--- src/rtl/core/wov_pkg.sv ---
package wov_pkg;

	localparam logic [30:0] SAT31 = 31'h7FFF_FFFF;
	localparam logic signed [19:0] PI_Q16 = 20'sd205887;
	localparam logic signed [19:0] HALF_PI_Q16 = 20'sd102944;
	localparam logic signed [18:0] CORDIC_GAIN_Q16 = 19'sd39797;
	localparam logic [31:0] NS_PER_S = 32'd1000000000;

	typedef struct packed {
		logic        action;
		logic [3:0]  unit_id;
		logic signed [15:0] steer_angle;
		logic signed [31:0] displacement;
		logic [63:0] period_start_ns;
		logic [63:0] period_end_ns;
	} in_t;

	typedef struct packed {
		logic [2:0]  status;
		logic signed [31:0] linear_velocity;
		logic signed [31:0] yaw_rate;
		logic [31:0] invalid_count;
	} out_t;

	typedef enum logic [2:0] {
		CFG_WHEEL_DIST = 3'd0,
		CFG_MAX_LINEAR = 3'd1,
		CFG_MAX_YAW    = 3'd2,
		CFG_MAX_PERIOD = 3'd3,
		CFG_WHEEL_ID   = 3'd4,
		CFG_SERVO_ID   = 3'd5
	} cfg_idx_e;

	typedef enum logic [2:0] {
		STAT_IGNORED    = 3'd0,
		STAT_ANGLE      = 3'd1,
		STAT_ACCEPTED   = 3'd2,
		STAT_REJECTED   = 3'd3,
		STAT_BAD_PERIOD = 3'd4
	} stat_e;

	typedef enum logic [3:0] {
		ST_IDLE,
		ST_DECODE,
		ST_SPD_MUL,
		ST_SPD_GO,
		ST_SPD_DIV,
		ST_LIN_MUL,
		ST_CMP_MUL,
		ST_YAW_GO,
		ST_YAW_DIV,
		ST_CHECK,
		ST_DONE
	} state_e;

	typedef struct packed {
		logic [30:0] wheel_distance;
		logic [30:0] max_linear_speed;
		logic [30:0] max_yaw_rate;
		logic [31:0] max_period_ns;
		logic [3:0]  chosen_wheel;
		logic [3:0]  chosen_servo;
	} cfg_t;

	typedef struct packed {
		logic  load;
		logic  store_angle;
		logic  code_we;
		stat_e code;
		logic  spd_mul;
		logic  spd_go;
		logic  spd_take;
		logic  lin_mul;
		logic  cmp_mul;
		logic  yaw_go;
		logic  yaw_take;
		logic  commit;
		logic  out_load;
	} cmd_t;

	typedef struct packed {
		logic is_enc;
		logic match;
		logic bad_period;
		logic div_done;
		logic cordic_busy;
		logic out_free;
	} sts_t;

	function automatic logic signed [19:0] atan_q16(input logic [3:0] i);
		logic signed [19:0] r;
		begin
			unique case (i)
				4'd0:  r = 20'sd51472;
				4'd1:  r = 20'sd30386;
				4'd2:  r = 20'sd16055;
				4'd3:  r = 20'sd8150;
				4'd4:  r = 20'sd4091;
				4'd5:  r = 20'sd2047;
				4'd6:  r = 20'sd1024;
				4'd7:  r = 20'sd512;
				4'd8:  r = 20'sd256;
				4'd9:  r = 20'sd128;
				4'd10: r = 20'sd64;
				4'd11: r = 20'sd32;
				4'd12: r = 20'sd16;
				4'd13: r = 20'sd8;
				4'd14: r = 20'sd4;
				default: r = 20'sd2;
			endcase
			return r;
		end
	endfunction

	function automatic logic [30:0] sat31(input logic [63:0] v);
		logic [30:0] r;
		begin
			r = (v > {33'd0, SAT31}) ? SAT31 : v[30:0];
			return r;
		end
	endfunction

endpackage

--- src/rtl/core/wov_div.sv ---
module wov_div import wov_pkg::*; (
	input  logic        clk,
	input  logic        arst_n,
	input  logic        start,
	input  logic [63:0] dividend,
	input  logic [63:0] divisor,
	output logic [63:0] quotient,
	output logic        done
);

	logic        busy_q;
	logic        done_q;
	logic [5:0]  cnt_q;
	logic [63:0] rem_q;
	logic [63:0] dvd_q;
	logic [63:0] dsr_q;
	logic [63:0] quo_q;
	logic [63:0] rem_sh;
	logic        ge;

	// restoring division, one quotient bit a cycle
	assign rem_sh = {rem_q[62:0], dvd_q[63]};
	assign ge     = rem_sh >= dsr_q;

	always_ff @(posedge clk or negedge arst_n) begin
		if (!arst_n) begin
			busy_q <= 1'b0;
			done_q <= 1'b0;
			cnt_q  <= '0;
		end else begin
			done_q <= 1'b0;
			if (start) begin
				busy_q <= 1'b1;
				cnt_q  <= 6'd63;
			end else if (busy_q) begin
				cnt_q <= cnt_q - 6'd1;
				if (cnt_q == 6'd0) begin
					busy_q <= 1'b0;
					done_q <= 1'b1;
				end
			end
		end
	end

	always_ff @(posedge clk) begin
		if (start) begin
			rem_q <= '0;
			dvd_q <= dividend;
			dsr_q <= divisor;
			quo_q <= '0;
		end else if (busy_q) begin
			rem_q <= ge ? (rem_sh - dsr_q) : rem_sh;
			dvd_q <= {dvd_q[62:0], 1'b0};
			quo_q <= {quo_q[62:0], ge};
		end
	end

	assign quotient = quo_q;
	assign done     = done_q;

endmodule

--- src/rtl/core/wov_cordic.sv ---
module wov_cordic import wov_pkg::*; (
	input  logic               clk,
	input  logic               arst_n,
	input  logic               start,
	input  logic signed [15:0] angle,
	output logic signed [18:0] sin_q16,
	output logic signed [18:0] cos_q16,
	output logic               busy
);

	logic               busy_q;
	logic [3:0]         cnt_q;
	logic               flip_q;
	logic signed [18:0] x_q;
	logic signed [18:0] y_q;
	logic signed [19:0] z_q;
	logic signed [19:0] z0;
	logic signed [19:0] z_init;
	logic               flip_init;
	logic signed [18:0] dx;
	logic signed [18:0] dy;
	logic signed [19:0] at;

	always_comb begin
		z0 = {angle[15], angle, 3'b000};
		z_init = z0;
		flip_init = 1'b0;
		// fold into the right half plane, negate the results later
		if (z0 > HALF_PI_Q16) begin
			z_init = z0 - PI_Q16;
			flip_init = 1'b1;
		end else if (z0 < -HALF_PI_Q16) begin
			z_init = z0 + PI_Q16;
			flip_init = 1'b1;
		end
	end

	assign dx = y_q >>> cnt_q;
	assign dy = x_q >>> cnt_q;
	assign at = atan_q16(cnt_q);

	always_ff @(posedge clk or negedge arst_n) begin
		if (!arst_n) begin
			busy_q <= 1'b0;
			cnt_q  <= '0;
		end else if (start) begin
			busy_q <= 1'b1;
			cnt_q  <= '0;
		end else if (busy_q) begin
			cnt_q <= cnt_q + 4'd1;
			if (cnt_q == 4'd15) begin
				busy_q <= 1'b0;
			end
		end
	end

	always_ff @(posedge clk) begin
		if (start) begin
			x_q    <= CORDIC_GAIN_Q16;
			y_q    <= '0;
			z_q    <= z_init;
			flip_q <= flip_init;
		end else if (busy_q) begin
			if (z_q >= 0) begin
				x_q <= x_q - dx;
				y_q <= y_q + dy;
				z_q <= z_q - at;
			end else begin
				x_q <= x_q + dx;
				y_q <= y_q - dy;
				z_q <= z_q + at;
			end
		end
	end

	assign sin_q16 = flip_q ? -y_q : y_q;
	assign cos_q16 = flip_q ? -x_q : x_q;
	assign busy    = busy_q;

endmodule

--- src/rtl/core/wov_dp.sv ---
module wov_dp import wov_pkg::*; (
	input  logic clk,
	input  logic arst_n,
	input  cfg_t cfg,
	input  in_t  in_data,
	input  cmd_t cmd,
	output sts_t sts,
	input  logic out_ready,
	output logic out_valid,
	output out_t out_data
);

	in_t                in_q;
	logic signed [15:0] angle_q;
	logic signed [31:0] lin_q;
	logic signed [31:0] yaw_q;
	logic [31:0]        rej_cnt_q;
	stat_e              code_q;
	logic [63:0]        prod_q;
	logic [30:0]        speed_mag_q;
	logic [30:0]        lin_mag_q;
	logic [30:0]        yaw_mag_q;
	logic               out_valid_q;
	out_t               out_q;

	logic [63:0]        period;
	logic               dneg;
	logic [31:0]        dmag;
	logic signed [18:0] sin_v;
	logic signed [18:0] cos_v;
	logic               cordic_busy;
	logic [18:0]        sin_mag;
	logic [18:0]        cos_mag;
	logic [31:0]        mul_a;
	logic [31:0]        mul_b;
	logic               div_start;
	logic [63:0]        div_dvd;
	logic [63:0]        div_dsr;
	logic [63:0]        div_quo;
	logic               div_done;
	logic [30:0]        wheel_dist;
	logic [30:0]        comp_mag;
	logic               reject;
	logic               lin_neg;
	logic               yaw_neg;

	assign period  = in_q.period_end_ns - in_q.period_start_ns;
	assign dneg    = in_q.displacement[31];
	assign dmag    = dneg ? (~in_q.displacement + 32'd1) : in_q.displacement;
	assign sin_mag = sin_v[18] ? -sin_v : sin_v;
	assign cos_mag = cos_v[18] ? -cos_v : cos_v;
	assign wheel_dist = (cfg.wheel_distance == '0) ? 31'd1 : cfg.wheel_distance;
	assign comp_mag = sat31({16'd0, prod_q[63:16]});
	assign lin_neg = dneg ^ cos_v[18];
	assign yaw_neg = dneg ^ sin_v[18];

	wov_cordic u_cordic (
		.clk     (clk),
		.arst_n  (arst_n),
		.start   (cmd.spd_go),
		.angle   (angle_q),
		.sin_q16 (sin_v),
		.cos_q16 (cos_v),
		.busy    (cordic_busy)
	);

	always_comb begin
		div_start = cmd.spd_go | cmd.yaw_go;
		if (cmd.yaw_go) begin
			div_dvd = {17'd0, comp_mag, 16'd0};
			div_dsr = {33'd0, wheel_dist};
		end else begin
			div_dvd = prod_q;
			div_dsr = period;
		end
	end

	wov_div u_div (
		.clk      (clk),
		.arst_n   (arst_n),
		.start    (div_start),
		.dividend (div_dvd),
		.divisor  (div_dsr),
		.quotient (div_quo),
		.done     (div_done)
	);

	// one shared multiplier
	always_comb begin
		if (cmd.spd_mul) begin
			mul_a = dmag;
			mul_b = NS_PER_S;
		end else if (cmd.lin_mul) begin
			mul_a = {1'b0, speed_mag_q};
			mul_b = {13'd0, cos_mag};
		end else begin
			mul_a = {1'b0, speed_mag_q};
			mul_b = {13'd0, sin_mag};
		end
	end

	assign reject = ({1'b0, lin_mag_q} >= {1'b0, cfg.max_linear_speed})
		|| (yaw_mag_q >= cfg.max_yaw_rate)
		|| (period >= {32'd0, cfg.max_period_ns});

	always_ff @(posedge clk) begin
		if (cmd.load) begin
			in_q <= in_data;
		end
		if (cmd.spd_mul || cmd.lin_mul || cmd.cmp_mul) begin
			prod_q <= mul_a * mul_b;
		end
		if (cmd.spd_take) begin
			speed_mag_q <= sat31(div_quo);
		end
		if (cmd.cmp_mul) begin
			lin_mag_q <= sat31({16'd0, prod_q[63:16]});
		end
		if (cmd.yaw_take) begin
			yaw_mag_q <= sat31(div_quo);
		end
		if (cmd.out_load) begin
			out_q.status          <= code_q;
			out_q.linear_velocity <= lin_q;
			out_q.yaw_rate        <= yaw_q;
			out_q.invalid_count   <= rej_cnt_q;
		end
	end

	always_ff @(posedge clk or negedge arst_n) begin
		if (!arst_n) begin
			angle_q     <= '0;
			lin_q       <= '0;
			yaw_q       <= '0;
			rej_cnt_q   <= '0;
			code_q      <= STAT_IGNORED;
			out_valid_q <= 1'b0;
		end else begin
			if (cmd.store_angle) begin
				angle_q <= in_q.steer_angle;
			end
			if (cmd.code_we) begin
				code_q <= cmd.code;
			end
			if (cmd.commit) begin
				if (reject) begin
					code_q <= STAT_REJECTED;
					if (rej_cnt_q != '1) begin
						rej_cnt_q <= rej_cnt_q + 32'd1;
					end
				end else begin
					code_q <= STAT_ACCEPTED;
					lin_q  <= lin_neg ? -{1'b0, lin_mag_q} : {1'b0, lin_mag_q};
					yaw_q  <= yaw_neg ? -{1'b0, yaw_mag_q} : {1'b0, yaw_mag_q};
				end
			end
			if (cmd.out_load) begin
				out_valid_q <= 1'b1;
			end else if (out_ready) begin
				out_valid_q <= 1'b0;
			end
		end
	end

	always_comb begin
		sts.is_enc      = in_q.action;
		sts.match       = in_q.action ? (in_q.unit_id == cfg.chosen_wheel)
			: (in_q.unit_id == cfg.chosen_servo);
		sts.bad_period  = (period == '0) || period[63];
		sts.div_done    = div_done;
		sts.cordic_busy = cordic_busy;
		sts.out_free    = !out_valid_q || out_ready;
	end

	assign out_valid = out_valid_q;
	assign out_data  = out_q;

endmodule

--- src/rtl/core/wov_ctrl.sv ---
module wov_ctrl import wov_pkg::*; (
	input  logic clk,
	input  logic arst_n,
	input  logic in_valid,
	output logic in_ready,
	input  sts_t sts,
	output cmd_t cmd
);

	state_e state_q;
	state_e state_d;

	always_ff @(posedge clk or negedge arst_n) begin
		if (!arst_n) begin
			state_q <= ST_IDLE;
		end else begin
			state_q <= state_d;
		end
	end

	always_comb begin
		state_d = state_q;
		unique case (state_q)
			ST_IDLE: begin
				if (in_valid) state_d = ST_DECODE;
			end
			ST_DECODE: begin
				if (sts.match && sts.is_enc && !sts.bad_period) state_d = ST_SPD_MUL;
				else state_d = ST_DONE;
			end
			ST_SPD_MUL: state_d = ST_SPD_GO;
			ST_SPD_GO:  state_d = ST_SPD_DIV;
			ST_SPD_DIV: begin
				if (sts.div_done) state_d = ST_LIN_MUL;
			end
			ST_LIN_MUL: begin
				if (!sts.cordic_busy) state_d = ST_CMP_MUL;
			end
			ST_CMP_MUL: state_d = ST_YAW_GO;
			ST_YAW_GO:  state_d = ST_YAW_DIV;
			ST_YAW_DIV: begin
				if (sts.div_done) state_d = ST_CHECK;
			end
			ST_CHECK:   state_d = ST_DONE;
			ST_DONE: begin
				if (sts.out_free) state_d = ST_IDLE;
			end
			default:    state_d = ST_IDLE;
		endcase
	end

	always_comb begin
		cmd      = '0;
		cmd.code = STAT_IGNORED;
		in_ready = 1'b0;
		unique case (state_q)
			ST_IDLE: begin
				in_ready = 1'b1;
				cmd.load = in_valid;
			end
			ST_DECODE: begin
				if (!sts.match) begin
					cmd.code_we = 1'b1;
					cmd.code    = STAT_IGNORED;
				end else if (!sts.is_enc) begin
					cmd.store_angle = 1'b1;
					cmd.code_we     = 1'b1;
					cmd.code        = STAT_ANGLE;
				end else if (sts.bad_period) begin
					cmd.code_we = 1'b1;
					cmd.code    = STAT_BAD_PERIOD;
				end
			end
			ST_SPD_MUL: cmd.spd_mul  = 1'b1;
			ST_SPD_GO:  cmd.spd_go   = 1'b1;
			ST_SPD_DIV: cmd.spd_take = sts.div_done;
			ST_LIN_MUL: cmd.lin_mul  = !sts.cordic_busy;
			ST_CMP_MUL: cmd.cmp_mul  = 1'b1;
			ST_YAW_GO:  cmd.yaw_go   = 1'b1;
			ST_YAW_DIV: cmd.yaw_take = sts.div_done;
			ST_CHECK:   cmd.commit   = 1'b1;
			ST_DONE:    cmd.out_load = sts.out_free;
			default: begin
				cmd = '0;
			end
		endcase
	end

endmodule

--- src/rtl/core/wheel_odometry_velocity.sv ---
// Steered wheel odometry: servo requests from the chosen servo store the steer
// angle; encoder requests from the chosen wheel produce speed, linear velocity
// and yaw rate, which replace the stored velocities when inside the limits.
// Every request gives one result carrying a status and the stored values.
// One request is worked on at a time. A servo, foreign or bad-period request
// goes from the accept through the decode state to the done state; an
// encoder request that goes through the math runs two 64-step restoring
// divisions (speed, then yaw) in the one shared divider, and the 16-step
// CORDIC runs during the first division. The done state loads the result
// into an output register once that is free. A finished result waits in
// the output register while the next request is accepted.
module wheel_odometry_velocity import wov_pkg::*; (
	input  logic        clk,
	input  logic        arst_n,
	input  logic        in_valid,
	output logic        in_ready,
	input  in_t         in_data,
	output logic        out_valid,
	input  logic        out_ready,
	output out_t        out_data,
	input  logic        cfg_valid,
	output logic        cfg_ready,
	input  logic [2:0]  cfg_index,
	input  logic [31:0] cfg_data
);

	cfg_t cfg_q;
	cmd_t cmd;
	sts_t sts;

	assign cfg_ready = 1'b1;

	always_ff @(posedge clk or negedge arst_n) begin
		if (!arst_n) begin
			cfg_q.wheel_distance   <= 31'd32768;
			cfg_q.max_linear_speed <= 31'd327680;
			cfg_q.max_yaw_rate     <= 31'd327680;
			cfg_q.max_period_ns    <= 32'd200000000;
			cfg_q.chosen_wheel     <= '0;
			cfg_q.chosen_servo     <= '0;
		end else if (cfg_valid) begin
			unique case (cfg_index)
				CFG_WHEEL_DIST: cfg_q.wheel_distance   <= cfg_data[30:0];
				CFG_MAX_LINEAR: cfg_q.max_linear_speed <= cfg_data[30:0];
				CFG_MAX_YAW:    cfg_q.max_yaw_rate     <= cfg_data[30:0];
				CFG_MAX_PERIOD: cfg_q.max_period_ns    <= cfg_data;
				CFG_WHEEL_ID:   cfg_q.chosen_wheel     <= cfg_data[3:0];
				CFG_SERVO_ID:   cfg_q.chosen_servo     <= cfg_data[3:0];
				default: begin
				end
			endcase
		end
	end

	wov_ctrl u_ctrl (
		.clk      (clk),
		.arst_n   (arst_n),
		.in_valid (in_valid),
		.in_ready (in_ready),
		.sts      (sts),
		.cmd      (cmd)
	);

	wov_dp u_dp (
		.clk       (clk),
		.arst_n    (arst_n),
		.cfg       (cfg_q),
		.in_data   (in_data),
		.cmd       (cmd),
		.sts       (sts),
		.out_ready (out_ready),
		.out_valid (out_valid),
		.out_data  (out_data)
	);

	// one request in flight at a time
	a_busy_after_accept: assert property (@(posedge clk) disable iff (!arst_n)
		in_valid && in_ready |=> !in_ready)
		else $error("request accepted while another is in flight");

	a_result_needs_request: assert property (@(posedge clk) disable iff (!arst_n)
		$rose(out_valid) |-> $past(!in_ready))
		else $error("result without a request in flight");

	a_reject_counted: assert property (@(posedge clk) disable iff (!arst_n)
		out_valid && (out_data.status == STAT_REJECTED) |-> out_data.invalid_count != '0)
		else $error("rejected result with zero invalid count");

endmodule

--- config.mk ---
export PLATFORM = sky130hd
export DESIGN_NAME = wheel_odometry_velocity
export DESIGN_NICKNAME = d
export VERILOG_FILES = /design/src/rtl/core/wov_pkg.sv /design/src/rtl/core/wov_div.sv /design/src/rtl/core/wov_cordic.sv /design/src/rtl/core/wov_dp.sv /design/src/rtl/core/wov_ctrl.sv /design/src/rtl/core/wheel_odometry_velocity.sv
export SDC_FILE = /design/constraint.sdc
export NUM_CORES = 2
export LEC_CHECK = 0
export BUFFER_PORTS_ARGS = -buffer_cell sky130_fd_sc_hd__buf_2
export CAP_MARGIN = 40
export CORE_ASPECT_RATIO = 1.5
export CORE_MARGIN = 8
export CORE_UTILIZATION = 48
export DETAILED_ROUTE_END_ITERATION = 8
export HOLD_SLACK_MARGIN = 0.1
export PLACE_DENSITY = 0.67
export SYNTH_ARGS = -nofsm -noshare
export SYNTH_HDL_FRONTEND = slang
export SYNTH_HIERARCHICAL = 1
export SYNTH_SLANG_ARGS = --single-unit
--- constraint.sdc ---
create_clock -name clk -period 11.9 [get_ports clk]
set_clock_uncertainty 0.15 [all_clocks]
set_input_delay 2.38 -clock clk [delete_from_list [all_inputs] [get_ports clk]]
set_output_delay 2.38 -clock clk [all_outputs]
set_load 0.01 [all_outputs]
# Word-level counts from Yosys, hierarchy flattened
# Memories as Yosys holds them, arrays and structs flattened.
# Cells that the tools add are included.
# word_totals
mem_bits_ro	256
memories	1
output_inout_bits	102
input_bits	221
regBits	1017
elab_cells	201
# memory_table
name	depth	width	rd	rd_ports_with_merged_regs	write_ports	line	rtl
(name not given)	16	16	1	0	0	wov_pkg.sv:93	unique case (i)
# op_classes
reduce_logical	29
eq_ne	24
n_shift	2
add_sub_neg	20
n_bitwise	5
multipliers	1
n_lt_le_gt_ge	9
n_mux	69
# ops
op	count
64-bit two-way mux	3
32-bit two-way mux	5
19-bit two-way mux	7
31-bit two-way mux	4
20-bit two-way mux	5
19-bit negation	4
32-bit by 1-bit adder with 32-bit output, second input constant	2
64-bit by 32-bit >= comparator with 1-bit output	1
64-bit >= comparator	1
64-bit by 31-bit > comparator with 1-bit output, second input constant	1
64-bit logical NOT	1
32-bit by 32-bit multiplier with 64-bit output	1
31-bit negation with 32-bit output	2
64-bit subtractor	1
63-bit two-way mux	1
63-bit subtractor	1
31-bit >= comparator	2
48-bit by 31-bit > comparator with 1-bit output, second input constant	1
4-bit two-way mux	11
4-bit one-hot mux with 11 select lines	1
19-bit adder	2
19-bit by 4-bit >>> shifter with 19-bit output	2
19-bit subtractor	2
32-bit != test, second input constant	1
other kinds (38)	97

# Logic depth before layout (Yosys ltp)
# depth
word_depth	9
depth_mapped	47
mapped_depth_nobuf	45

# By module
# The synthesis kept the hierarchy.
# by_module_without_submodules
mod	cells_per_inst	area_per_inst_um2	instances	seq_area_each_um2
wov_dp	5594	56849.5	1	16025.4
wov_div	1409	14169.8	1	6586.3
wov_cordic	1259	9949.5	1	1516.5
wheel_odometry_velocity	286	5067.4	1	3349.5
wov_ctrl	56	436.7	1	100.1

# Worst setup path before layout
# OpenSTA, ideal clock, no wires.
# synth_timing
kind	register to register
from	register u_dp.u_cordic.y_q[2]
to	register u_dp.prod_q[63], data pin
t_required_ns	11.486
arrival_ns	11.244
setup_slack_ns	0.242
synth_period_minus_slack_ns	11.658
setup_ns	0.264
stages_incl_launch_ff	43
path_cell_list	dfxtp_1 clkbuf_1 or3_1 or3b_2 or3_1 or4_1 o31ai_1 xnor2_1 clkbuf_1 o21ai_0 xnor2_1 nor2_1 a211oi_1 clkbuf_1 nand2_1 fa_1 inv_1 fa_1 (+7 left out) inv_1 fa_1 inv_1 ha_1 clkbuf_1 a21oi_1 o221ai_1 a221oi_1 o21ai_0 o211ai_1 a21oi_1 a41oi_1 a21oi_1 a211oi_1 o31ai_1 a21o_1 a221oi_1 xnor2_1
# synth_between
elab_chain_len	7
# synth_lines
element	line	rtl
start: declaration	wov_cordic.sv:15	logic signed [18:0] y_q;
start signal: assignment	wov_cordic.sv:66	y_q <= y_q + dy;
start signal: assignment	wov_cordic.sv:70	y_q <= y_q - dy;
19-bit negation (*)	wov_cordic.sv:76	assign sin_q16 = flip_q ? -y_q : y_q;
19-bit two-way mux (*)	wov_cordic.sv:76	
via u_dp.sin_v[18]	wov_dp.sv:29	logic signed [18:0] sin_v;
19-bit negation	wov_dp.sv:50	assign sin_mag = sin_v[18] ? -sin_v : sin_v;
19-bit two-way mux (*)	wov_dp.sv:50	
19-bit two-way mux (*)	wov_dp.sv:93	end else if (cmd.lin_mul) begin
32-bit two-way mux (*)	wov_dp.sv:90	if (cmd.spd_mul) begin
32-bit by 32-bit multiplier with 64-bit output (*)	wov_dp.sv:111	prod_q <= mul_a * mul_b;
end signal: assignment	wov_dp.sv:111	
end: declaration	wov_dp.sv:19	logic [63:0] prod_q;
# The timed path passes the listed nets; every way through them passes the cells marked *.
# A chain may end at the register's enable or synchronous reset.

# Worst setup path in the final report
# layout_timing
from	register u_dp.u_cordic.y_q[2]
to	register u_dp.prod_q[62], data pin
# Same word-level chain as after synthesis.

==> results.md <==
* Placed cell areas at 93200 um^2
* Worst path bufs/invs at 13
* Post-synth EDFFs at 586
* Worst Path Arrival at 12.03 ns
* CTS buffer count at 97
* H-tree levels at 3
* Syn_area_per_cell at 10.1 um^2
* Post-DR wirelength/cell at 22.8 um
* Max incr delay on CP at 0.58 ns
* Most common cell in the netlist: inv_1
* Boundary Pins at 323
* Hold_buf cts at 0
* # DRC at 0
* Synth top area cells: edfxtp_1, fa_1, ha_1
* Total grt overflow at 0
* Antenna violations before repair at 4
* Crit path max-delay cell type: or4_4
* Number of port buffers at 321
* Clk Latency, worst-skew pair at 0.74 ns
* CTS root buffer: clkbuf_16
* Vias/cell at 5.66
* Total Wirelength at 263000 um
* Setup violators final at 0
* Iteration-0 DRC Markers at 4416
* Layout area overhead at 12.2%
* Headroom to the max-slew limit at 38.3%
* Setup TNS at 0 ns
* Design Area, Final at 97000 um^2
* Vias in the first global route at 69568
* Yosys warnings at 6
* Core Rows at 191
* Layout cell share with drive strength beyond 1 at 15.6%
* Max FO, Critical Path at 13
* Final Cycle Share at 98.4%
* F_max at 85.4 MHz
* Die area at 194000 um^2
* Final worst path period need at 11.71 ns
* Die W at 363 um
* CP top delay family: adder cells
* Fin cells at 11579
* Clock slew seen by the registers of the worst setup and hold paths at 0.07 ns
* Hold Path Class: register to register
* Post-DRT Antenna Nets at 0
* Final WS setup at 0.193 ns
* Largest net degree at the start of global routing at 180
* Tot GR Track Use at 26.8%
* Core area at 180000 um^2
* Maximum clock path buffer count at 3
* CP startpoint kind: register
* Pin slew with the least headroom to its limit at 0.918 ns
* List of most frequent post-synthesis cells: inv_1, nor2_1, fa_1
* Worst Setup End Kind: register
* Max Cap Viol at 0
* First-pass GRT wire length at 403000 um
* Place WS at -0.194 ns
* Crit path top cell by count: fa_1
* Mapped cell area at 86500 um^2
* Share of the synthesized area in the top cell type at 20.3%
* Vias at 65545
* Final nets at 10666
* CTS tree: yes
* Post-synthesis cell count at 8604
* Starting Density at 48.1%
* First-pass DRT Iterations at 8
* Class of the most critical setup path: register to register
* Register area share after synthesis at 31.9%
* Routability cong. at 1.01
* WP data required at 12.22 ns
* Die Height at 536 um
* Post-placement cell count at 11378
* Final Hold Viols at 0
* Synth Register Bits at 1017
* Pins Over Slew Limit at 0
* Top FF cell, synth: edfxtp_1
* CTS Sinks at 1017
* Status: completed
* Post-synth ARST share at 26.2%
* Dpl hpwl at 213000 um
* Unrepaired setup endpoints after global routing: true
* Synth unique cells at 124
* Cell type with the largest total area after synthesis: edfxtp_1
stage by stage:
stage               hold WS, ns  utilization (%)
detailed placement        0.285             51.9
finish                    0.289             54.0
floorplan                 0.267                -
CTS                       0.274             53.7
global placement          0.284             51.7
global route              0.298             54.0
path summary, 6_finish.rpt:
path	endpoint	slack, ns	cells after the start	from
min reg2reg	u_dp/out_data[58]$_DFFE_PP_	0.29	0	u_dp/yaw_q[26]$_DFFE_PN0P_
min	u_dp/out_data[58]$_DFFE_PP_	0.29	0	u_dp/yaw_q[26]$_DFFE_PN0P_
max	u_dp/prod_q[62]$_DFFE_PP_	0.19	45	u_dp/u_cordic/y_q[2]$_SDFFE_PP0P_
max in group asynchronous	cfg_q[23]$_DFFE_PN1P_	8.21	4	arst_n
min in group asynchronous	u_dp/lin_q[22]$_DFFE_PN0P_	1.45	1	arst_n
max reg2reg	u_dp/prod_q[62]$_DFFE_PP_	0.19	45	u_dp/u_cordic/y_q[2]$_SDFFE_PP0P_
cell families (layout without fill, tap and decap cells):
family,Yosys count,after routing,share of synthesized area [%]
other,4,18,0.0174
muxes,508,508,7.14
adders and majority gates,1363,1363,26.2
buffers and inverters,1564,2113,7.13
AOI/OAI and AO/OA,1390,1390,10.4
and+or+nand+nor,2295,2295,12.5
DFF,1017,1017,31.9
xor gates and xnor gates,463,463,4.69
what timing repair did:
action | 4_1_cts | 5_1_grt
setup buffers | 0 | 17
pin swaps | 1 | 24
setup endpoints to repair | 5 | 16
resized for setup | 5 | 68
endpoints found under the hold margin | 0 | 0
registers in the layout, summed over array words and instances, names as in the netlist, 3 cells and up:
register,flops
u_dp/u_div/dsr_q,64
u_dp/u_div/rem_q,63
u_dp/u_cordic/cnt_q,4
u_dp/prod_q,64
u_dp/speed_mag_q,31
u_dp/u_div/dvd_q,64
u_dp/u_div/quotient,64
u_dp/angle_q,16
u_dp/yaw_q,32
u_dp/in_q,179
u_dp/out_data,99
u_dp/u_cordic/x_q,19
u_dp/u_div/cnt_q,6
u_ctrl/state_q,4
cfg_q,133
u_dp/lin_q,32
u_dp/rej_cnt_q,32
u_dp/lin_mag_q,31
u_dp/yaw_mag_q,31
u_dp/u_cordic/y_q,19
u_dp/code_q,3
u_dp/u_cordic/z_q,20
routing by layer:
layer	GRT usage, %	vias up	part of all wire (%)
li1	-	29969	-
met1	29.8	32594	37
met2	48.6	2204	51
met3	3.87	776	5.7
met4	15.1	2	6.9
met5	0	-	0.0046
placed cells by master, fill, tap and decap left out, types with 165 or more instances in the layout:
master / Yosys / layout
fa_1: 747 / 742
mux2_2: 256 / 256
ha_1: 616 / 613
inv_1: 1175 / 1173
o21ai_0: 253 / 241
nor2_1: 816 / 801
buf_2: 52 / 322
xnor2_1: 251 / 247
nand2b_1: 197 / 197
buf_4: 15 / 388
a21o_1: 176 / 176
dfxtp_1: 165 / 165
nand2_1: 624 / 624
xor2_1: 212 / 211
a21oi_1: 406 / 398
edfxtp_1: 586 / 586
dfrtp_1: 249 / 244
final cells by class:
type,count,area [um^2]
antenna,2,5.00
tap,2412,3020
multi-input combinational,6035,53200
inverter,1179,4430
fill,16022,82700
timing repair buffer,752,5380
clock buffer,129,2740
sequential,1017,27600
clock inverter,53,607
worst reg2reg max path: cells and delay by family (launching register included):
kind            cells  cell delay (ns)
flops               1             0.30
fa+ha+maj           9             4.18
simple gates       10             2.40
xor+xnor            3             0.52
buf+inv            13             1.44
compound gates     10             2.47
Power is not shown: default switching activity piles up to over one toggle a cycle in this logic, so the estimate is an artifact.
